File: config.mk
export PLATFORM = sky130hd
export DESIGN_NAME = two_way_clock_offset_sync
export DESIGN_NICKNAME = d
export VERILOG_FILES = /design/src/rtl/twcos_pkg.sv /design/src/rtl/two_way_clock_offset_sync.sv /design/src/rtl/twcos_exchange.sv
export VERILOG_INCLUDE_DIRS = /design/src /design/src/rtl
export SDC_FILE = /design/constraint.sdc
export NUM_CORES = 2
export LEC_CHECK = 0
export ABC_AREA = 1
export BUFFER_PORTS_ARGS = -buffer_cell sky130_fd_sc_hd__buf_4
export CORE_UTILIZATION = 35
export DETAILED_ROUTE_END_ITERATION = 7
export PLACE_DENSITY = 0.58
export SLEW_MARGIN = 10
export SYNTH_ARGS = -nofsm -noshare
export SYNTH_HDL_FRONTEND = slang
export SYNTH_SLANG_ARGS = --single-unit
File: constraint.sdc
create_clock -name clk -period 16.16 [get_ports clk]
set_input_delay 3.232 -clock clk [delete_from_list [all_inputs] [get_ports clk]]
set_output_delay 3.232 -clock clk [all_outputs]
set_load 0.05 [all_outputs]
File: src/rtl/two_way_clock_offset_sync_assert.svh
// assertion macros shared by the rtl modules
`ifndef TWO_WAY_CLOCK_OFFSET_SYNC_ASSERT_SVH
`define TWO_WAY_CLOCK_OFFSET_SYNC_ASSERT_SVH
`ifndef NO_ASSERTIONS
// checked outside reset
`define TWCOS_ASSERT(lbl, prop) \
  lbl: assert property (@(posedge clk) disable iff (rst) prop) \
    else $error("assertion failed");
// checked on every edge, reset included
`define TWCOS_ASSERT_ALWAYS(lbl, prop) \
  lbl: assert property (@(posedge clk) prop) \
    else $error("assertion failed");
`else
`define TWCOS_ASSERT(lbl, prop)
`define TWCOS_ASSERT_ALWAYS(lbl, prop)
`endif
`endif

File: src/rtl/twcos_pkg.sv
// package: types and constants of the two-way clock offset synchronizer
package twcos_pkg;

  localparam int unsigned TIME_W   = 64;
  localparam int unsigned NODE_W   = 8;
  localparam int unsigned GAP_W    = 32;
  localparam int unsigned CFG_IDX_W = 1;
  localparam int unsigned CFG_W    = 32;

  localparam logic [GAP_W-1:0]  MAX_GAP_RST     = 32'd2000000;
  localparam logic [NODE_W-1:0] SERVER_NODE_RST = 8'd8;

  localparam logic [CFG_IDX_W-1:0] CFG_MAX_GAP     = 1'b0;
  localparam logic [CFG_IDX_W-1:0] CFG_SERVER_NODE = 1'b1;

  typedef enum logic {
    CMD_SEND = 1'b0,
    CMD_RECV = 1'b1
  } cmd_t;

  typedef struct packed {
    cmd_t              cmd;
    logic [NODE_W-1:0] src_node;
    logic [TIME_W-1:0] remote_time;
    logic [TIME_W-1:0] local_now;
  } item_t;

  // operands for the correction datapath, zero when no correction
  typedef struct packed {
    logic              adjust;
    logic [TIME_W-1:0] d1;
    logic [TIME_W-1:0] d2;
    logic [TIME_W-1:0] nd;
  } xres_t;

endpackage

File: src/rtl/two_way_clock_offset_sync.sv
// top level: stream ports, input register and correction pipeline
//
// channel  | dir | fields (low bit first)
// s_*      | in  | tuser: cmd ; tdata: src_node, remote_time, local_now
// m_*      | out | tuser: adjust_valid ; tdata: corrected_time, clock_offset
// cfg_*    | in  | index 0 max_gap, index 1 server_node
//
// one transaction per cycle in and out while m_tready is high; an item passes item0, st1, stage 2 and stage 3
// the stamp state updates as an item leaves the input register
// each stage holds its item while the next one is full and held, bubbles close up
// rst clears the stage valid bits, the stamp valid bits and last_remote, and loads the cfg reset values
`include "two_way_clock_offset_sync_assert.svh"
module two_way_clock_offset_sync
  import twcos_pkg::*;
(
  input  logic                 clk,
  input  logic                 rst,
  input  logic                 s_tvalid,
  output logic                 s_tready,
  input  logic [135:0]         s_tdata,   // src_node, remote_time, local_now
  input  logic                 s_tuser,   // cmd
  output logic                 m_tvalid,
  input  logic                 m_tready,
  output logic [127:0]         m_tdata,   // corrected_time, clock_offset
  output logic                 m_tuser,   // adjust_valid
  input  logic                 cfg_we,
  input  logic [CFG_IDX_W-1:0] cfg_addr,
  input  logic [CFG_W-1:0]     cfg_wdata
);

  item_t             item0;
  logic              v0, v1, v2, v3;
  logic              rdy1, rdy2, rdy3;
  xres_t             xres;
  xres_t             st1;
  logic              adj2;
  logic [TIME_W-1:0] pd2, d1_2, nd2;
  logic              adj3;
  logic [TIME_W-1:0] offset3, corr3;
  logic [TIME_W:0]   sum1;

  assign rdy3     = !v3 || m_tready;
  assign rdy2     = !v2 || rdy3;
  assign rdy1     = !v1 || rdy2;
  assign s_tready = !v0 || rdy1;

  always_ff @(posedge clk) begin
    if (rst) begin
      v0 <= 1'b0;
      v1 <= 1'b0;
      v2 <= 1'b0;
      v3 <= 1'b0;
    end else begin
      if (s_tready) v0 <= s_tvalid;
      if (rdy1)     v1 <= v0;
      if (rdy2)     v2 <= v1;
      if (rdy3)     v3 <= v2;
    end
  end

  always_ff @(posedge clk) begin
    if (s_tready && s_tvalid) begin
      item0.cmd         <= cmd_t'(s_tuser);
      item0.src_node    <= s_tdata[7:0];
      item0.remote_time <= s_tdata[71:8];
      item0.local_now   <= s_tdata[135:72];
    end
  end

  twcos_exchange u_exchange (
    .clk       (clk),
    .rst       (rst),
    .cfg_we    (cfg_we),
    .cfg_addr  (cfg_addr),
    .cfg_wdata (cfg_wdata),
    .step      (v0 && rdy1),
    .item      (item0),
    .res       (xres)
  );

  always_ff @(posedge clk) begin
    if (rdy1 && v0) st1 <= xres;
  end

  assign sum1 = {1'b0, st1.d1} + {1'b0, st1.d2};

  always_ff @(posedge clk) begin
    if (rdy2 && v1) begin
      adj2 <= st1.adjust;
      pd2  <= {1'b0, sum1[TIME_W-1:1]};
      d1_2 <= st1.d1;
      nd2  <= st1.nd;
    end
  end

  always_ff @(posedge clk) begin
    if (rdy3 && v2) begin
      adj3    <= adj2;
      offset3 <= d1_2 - pd2;
      corr3   <= nd2 + pd2;
    end
  end

  assign m_tvalid = v3;
  assign m_tuser  = adj3;
  assign m_tdata  = {offset3, corr3};

  `TWCOS_ASSERT(a_no_adjust_zero, m_tvalid && !m_tuser |-> m_tdata == '0)
  `TWCOS_ASSERT_ALWAYS(a_empty_input_ready, !v0 |-> s_tready)
  `TWCOS_ASSERT(a_drain, v3 && m_tready && !v2 |=> !v3)

endmodule

File: src/rtl/twcos_exchange.sv
// stamp state, gap check and configuration registers of the exchange
`include "two_way_clock_offset_sync_assert.svh"
module twcos_exchange
  import twcos_pkg::*;
(
  input  logic                 clk,
  input  logic                 rst,
  input  logic                 cfg_we,
  input  logic [CFG_IDX_W-1:0] cfg_addr,
  input  logic [CFG_W-1:0]     cfg_wdata,
  input  logic                 step,
  input  item_t                item,
  output xres_t                res
);

  logic [GAP_W-1:0]  max_gap;
  logic [NODE_W-1:0] server_node;
  logic [TIME_W-1:0] d1, d1_next;
  logic [TIME_W-1:0] send_local, send_local_next;
  logic [TIME_W-1:0] last_remote, last_remote_next;
  logic              pair_valid, pair_valid_next;
  logic              send_valid, send_valid_next;
  logic              gap_ok;
  logic              is_server;
  logic              adjust;

  always_ff @(posedge clk) begin
    if (rst) begin
      max_gap     <= MAX_GAP_RST;
      server_node <= SERVER_NODE_RST;
    end else if (cfg_we) begin
      unique case (cfg_addr)
        CFG_MAX_GAP:     max_gap     <= cfg_wdata[GAP_W-1:0];
        CFG_SERVER_NODE: server_node <= cfg_wdata[NODE_W-1:0];
        default: ;
      endcase
    end
  end

  assign gap_ok    = (item.remote_time - last_remote) < {{(TIME_W-GAP_W){1'b0}}, max_gap};
  assign is_server = (item.cmd == CMD_RECV) && (item.src_node == server_node);
  assign adjust    = is_server && gap_ok && pair_valid && send_valid;

  always_comb begin
    d1_next          = d1;
    send_local_next  = send_local;
    last_remote_next = last_remote;
    pair_valid_next  = pair_valid;
    send_valid_next  = send_valid;
    if (step) begin
      if (item.cmd == CMD_SEND) begin
        if (pair_valid && !send_valid) begin
          send_local_next = item.local_now;
          send_valid_next = 1'b1;
        end
      end else if (is_server) begin
        last_remote_next = item.remote_time;
        if (gap_ok) begin
          if (!pair_valid) begin
            d1_next         = item.local_now - item.remote_time;
            pair_valid_next = 1'b1;
          end else if (send_valid) begin
            pair_valid_next = 1'b0;
            send_valid_next = 1'b0;
          end
        end else begin
          pair_valid_next = 1'b0;
          send_valid_next = 1'b0;
        end
      end
    end
  end

  always_ff @(posedge clk) begin
    if (rst) begin
      last_remote <= '0;
      pair_valid  <= 1'b0;
      send_valid  <= 1'b0;
    end else begin
      last_remote <= last_remote_next;
      pair_valid  <= pair_valid_next;
      send_valid  <= send_valid_next;
    end
  end

  always_ff @(posedge clk) begin
    d1         <= d1_next;
    send_local <= send_local_next;
  end

  always_comb begin
    res.adjust = adjust;
    res.d1     = adjust ? d1 : '0;
    res.d2     = adjust ? (item.remote_time - send_local) : '0;
    res.nd     = adjust ? (item.local_now - d1) : '0;
  end

  `TWCOS_ASSERT_ALWAYS(a_send_needs_pair, send_valid |-> pair_valid)
  `TWCOS_ASSERT(a_adjust_clears, step && res.adjust |=> !pair_valid && !send_valid)
  `TWCOS_ASSERT(a_send_latch, step && item.cmd == CMD_SEND && pair_valid && !send_valid |=> send_valid && send_local == $past(item.local_now))

endmodule

; ---- Word-level counts from Yosys, hierarchy flattened
; Index checks and enable logic that the tools add are counted.
[word_totals]
register_bits = 889
latch_bits = 0
ram_bits = 0
romBits = 0
input_bits = 175
output_inout_bits = 131
elab_cells = 73
mem_count = 0
[op_classes]
add_sub_neg = 7
mul = 0
div_mod_pow = 0
order_cmp = 1
eq_ne = 3
shifts = 0
muxes = 8
bitwise = 3
n_reduce_logical = 25
[ops]
columns = op, count
row1 = subtractor 64 bit, 4
row2 = adder 64 x 63 -> 64 bit, 1
row3 = adder 64 bit, 1
row4 = < comparator 64 x 32 -> 1 bit, 1
row5 = subtractor 64 x 63 -> 64 bit, 1
row6 = logical AND 1 bit, 9
row7 = == test 8 bit, 1
row8 = 2-to-1 mux 1 bit, 8
row9 = AND reduction 3 bit, 2
row10 = logical NOT 1 bit, 5
row11 = AND reduction 5 bit, 1
row12 = logical OR 1 bit, 4
row13 = AND reduction 2 bit, 2
row14 = AND reduction 4 bit, 1
row15 = != test 3 x 2 -> 1 bit (second input constant), 1
row16 = NOT 1 bit, 3
row17 = != test 2 x 1 -> 1 bit (second input constant), 1
row18 = nonzero test 2 bit, 1

; ---- Logic depth before layout (Yosys ltp)
[logic_depth]
ltp_word = 6
ltp_mapped = 29
depth_no_buf = 29

; ---- By module
; Synthesis repeated with hierarchy kept, for this count alone.
[hier_totals]
cells_unflattened = 9039
area_unflattened_um2 = 65282.6
[by_module_without_submodules]
columns = mod, n_inst, cells_each, area_per_inst_um2, seq_area_each_um2
row1 = two_way_clock_offset_sync, 1, 4460, 37111.8, 19628.8
row2 = twcos_exchange, 1, 4579, 28170.8, 5965.7

; ---- Least setup slack after synthesis
; No wires, ideal clock.
[synth_path]
path_type = input port to flip-flop
from = input m_tready
to = register u_exchange.send_local[0] (enable)
setup_ps = 647
t_arrival_ps = 9744
t_required_ps = 15513
path_slack_ps = 5769
path_stages = 8
path_buffers = 0
cell_sequence = nor2_1 -> inv_1 -> nor2_1 -> inv_1 -> nor2_1 -> inv_1 -> nand2_1 -> nor4_1
[synth_via]
elab_chain_len = 5
[synth_lines]
columns = element, line_no
row1 = start: declaration, two_way_clock_offset_sync.sv:23  ; input logic m_tready,
row2 = logical OR 1 bit, two_way_clock_offset_sync.sv:42  ; assign rdy3 = !v3 || m_tready;
row3 = logical OR 1 bit, two_way_clock_offset_sync.sv:43  ; assign rdy2 = !v2 || rdy3;
row4 = logical OR 1 bit, two_way_clock_offset_sync.sv:44  ; assign rdy1 = !v1 || rdy2;
row5 = logical AND 1 bit, two_way_clock_offset_sync.sv:76  ; .step (v0 && rdy1),
row6 = AND reduction 3 bit (no line), n/a
row7 = end signal: assignment, twcos_exchange.sv:88  ; send_local <= send_local_next;
row8 = end: declaration, twcos_exchange.sv:19  ; logic [TIME_W-1:0] send_local, send_local_next;
; No other way between the ends.
; A chain may end at the register's enable or synchronous reset.

; ---- Worst setup path in the final report
[layout_path]
from = input m_tready
to = output s_tready
[layout_via]
elab_chain_len = 4
[layout_lines]
columns = element, line_no
row1 = logical OR 1 bit, two_way_clock_offset_sync.sv:42
row2 = logical OR 1 bit, two_way_clock_offset_sync.sv:43
row3 = logical OR 1 bit, two_way_clock_offset_sync.sv:44
row4 = logical OR 1 bit, two_way_clock_offset_sync.sv:45  ; assign s_tready = !v0 || rdy1;
row5 = end: declaration, two_way_clock_offset_sync.sv:19  ; output logic s_tready,
; No other way between the ends.

==> run metrics <==
root buf cell=clkbuf_16; Setup Fix Bufs, Post-CTS=0; R2R Path End=st1[0]; CTS Buffer Depth=3; ranking of synthesized cells by area=edfxtp_1 38%, ha_1 9.7%, inv_1 9.0%, nand2_1 8.0%, a21oi_1 6.6%; FF+latch area=approximately 0.026 mm^2; synth warn=0; leakage power=31.23 nW; CTS-repair resized insts=0; max-cap viol count=0; I/O pins=a little over 300; CP Depth=10; core box area=0.1723 mm^2; sequential cell area fraction in the yosys report=around two fifths; initial antenna violation count=4; first-pass GRT wire length=343,400 um; Mapped Avg Cell Area=8.155 um^2; hold endpoint=nd2[1]; worst path cell trace=buf_4 -> nor2_1 -> inv_1 -> nor2_1 -> inv_1 -> nor2_1 -> inv_1 -> nor2_1 -> inv_1 -> buf_4; commonest non-fill, non-tap cell in the layout=inv_1; number of port buffers=305; routability cong.=1.018; CTS H-Tree Depth=3; # hold bufs at CTS=0; number of enable flip-flop cells after synthesis=779; pin count of the biggest net entering global routing=124; Cell Area, Synth=between 0.06 and 0.07 mm^2; Starting Density=35.39%; pre-CTS setup slack=8.450 ns; CTS tree=done; most frequent cells in the layout=1,467 x inv_1, 1,292 x nand2_1, 809 x nor2_1; Detailed Routing Iterations Pass 1=6; FILL cells=~18k; Worst IR Drop VDD=between 0.07 and 0.08 mV; slew of the pin with the lowest slew margin=1.417 ns; crit path max fanout=3; CTS sink cnt=889; Post-Syn Instances=7,477; CP Capture Type=output port; Synth Net Count=8,130; DRT iter0 DRCs=3,580; Yosys top cell area share=38.36%; Post-DP HPWL=209,200 um; die area=between 0.15 and 0.2 mm^2; Final period util=a little under half; CTS Buf Count=105; worst hold path type=flip-flop to flip-flop; min cycle time layout=a little under 8 ns; drt total wl=between 200,000 and 250,000 um; P per Cell Area=86.38 mW/mm^2; Slew HR=4.816%; total gr overflow=0; Die Y=419.4 um; R2R Path Start=item0[64]; fin nets=8,525; crit-path max cell delay=0.23 ns; vias per cell=4.993; Worst-path clk slew=0.05 ns; R2R Setup Slk=9.04 ns; Hold Fails Final Rpt=0; per-cell routed wire length=23.79 um; worst path required time=12.93 ns; outcome=finished, final reports clean; Setup Skew=0.03733 ns; worst path arrival time=around 4.5 ns; width of the die=419.4 um; post-route ant nets=0; vias in the first global route=a little over 50k; # rows=152; cell accounting for the most synthesized area=edfxtp_1; DRC=0; layout cells sized above 1=8.564%; post-route setup TNS=0 ns; Async SR Flop Fraction=0%; worst-skew pair later-pin latency=0.76 ns; GRT Total Usage=roughly 27%; RSZ-0062 raised after global routing=no; endpoints failing setup=0; slowest CP cell=nor2_1; Post-synth top flop=edfxtp_1; fmax=129.7 MHz; Hold Path Depth=0; hold_sp=st1[1]; CP delay by family, top=buffers and inverters; Yosys reg bits=889; vias=51.30k; worst setup slack after layout=8.453 ns; Max Slew Vio Count=0; Yosys cell types=55; worst setup path category=input port to output port; CP Launch Type=input port; footprint of the multi-input gates=just under 0.03 mm^2; CP bufs+invs=6; Synth-to-Final Area Change=14.31%; worst reg-to-reg path cell count=23
layer usage:
layer	global-route usage, %	part of all wire [%]
met5	0	0
met3	2.353	3.8
met1	32.67	41
met2	47.77	48
met4	16.23	6.4
synth_stat cells, types with 30 or more instances:
| master | instances |
|---|---|
| a21boi_0 | 30 |
| a21o_1 | 39 |
| a21oi_1 | 806 |
| a31oi_1 | 149 |
| clkbuf_1 | 36 |
| dfxtp_1 | 110 |
| edfxtp_1 | 779 |
| ha_1 | 471 |
| inv_1 | 1470 |
| nand2_1 | 1292 |
| nand3_1 | 152 |
| nand4_1 | 81 |
| nor2_1 | 813 |
| nor2_4 | 102 |
| nor3_1 | 68 |
| o21a_1 | 73 |
| o21ai_0 | 405 |
| o21bai_1 | 31 |
| xnor2_1 | 96 |
| xor2_1 | 250 |
layout make-up:
| type | count | share of cell area (%) |
|---|---|---|
| multi-input combinational | 5052 | 42.27 |
| sequential | 889 | 36.72 |
| inverter | 1476 | 7.967 |
| tap | 2310 | 4.147 |
| clock buffer | 131 | 3.969 |
| timing repair buffer | 348 | 3.766 |
| clock inverter | 68 | 1.156 |
| antenna | 1 | 0.003590 |
worst reg2reg max path, cell delays in order, from the launching register on:
cell and delay [ns]:
edfxtp_1 0.39, inv_1 0.22, ha_1 0.19, inv_1 0.07, fa_1 0.40, nand3_1 0.16, nand3_2 0.15, nand3_1 0.11
nand3_1 0.15, nand2_1 0.09, nand3_1 0.24, xor2_1 0.23, ha_1 0.29, nand2_1 0.06, nor4_1 0.53, nand4_1 0.18
nor2_1 0.13, nand2_1 0.19, and3_2 0.26, buf_4 0.25, nand3_4 0.65, buf_4 0.89, buf_12 0.72, nor2_1 0.27
worst max-delay path by stage:
| stage | startpoint | to | slack, ns |
|---|---|---|---|
| 3_3_place_gp | m_tready | s_tready | 8.29 |
| 4_1_cts | m_tready | s_tready | 8.45 |
| 5_1_grt | m_tready | s_tready | 8.28 |
| 3_5_place_dp | m_tready | s_tready | 8.45 |
| 6_report | m_tready | s_tready | 8.45 |
| 2_1_floorplan | m_tready | u_exchange.send_local[0] | 5.77 |
kinds of logic (layout without fill, tap and decap cells):
logic type	after synthesis	after routing	share of synthesized area, %
flops	889	889	41.98
fa+ha+maj	478	478	9.895
compound gates	1624	1624	14.79
other cells	0	1	0
buf+inv	1536	2023	9.774
xor+xnor	346	346	4.970
simple gates	2604	2604	18.59
flip-flops by register name (all words and copies together) (netlist names):
register                flops
u_exchange.d1              64
st1                       193
v1                          1
v0                          1
u_exchange.server_node      8
adj2                        1
m_tvalid                    1
u_exchange.send_valid       1
nd2                        64
d1_2                       64
corr3                      64
u_exchange.pair_valid       1
pd2                        63
m_tuser                     1
u_exchange.max_gap         32
offset3                    64
u_exchange.last_remote     64
item0                     137
u_exchange.send_local      64
v2                          1
report_power, final:
part | total (mW) | internal (mW) | switching, mW
combinational | 0.929 | 0.284 | 0.645
sequential | 2.62 | 2.56 | 0.0560
clock | 2.47 | 1.44 | 1.04
total | 6.02 | 4.28 | 1.74
per-stage QoR:
step / hold WS, ns / utilization [%] / power, mW / std cells / cell area, um^2
6_report: 0.4214 / 40.45 / 6.021 / 10280 / 69700
5_1_grt: 0.4260 / 40.45 / 6.248 / 10270 / 69700
4_1_cts: 0.4237 / 40.45 / 6.080 / 10270 / 69700
3_5_place_dp: 0.4142 / 38.38 / 3.585 / 10080 / 66120
3_3_place_gp: 0.4017 / 38.38 / 3.586 / 10080 / 66120
2_1_floorplan: 0.4003 / - / 3.212 / 7477 / 60970
Note: power is estimated with default switching activity, not from simulation.
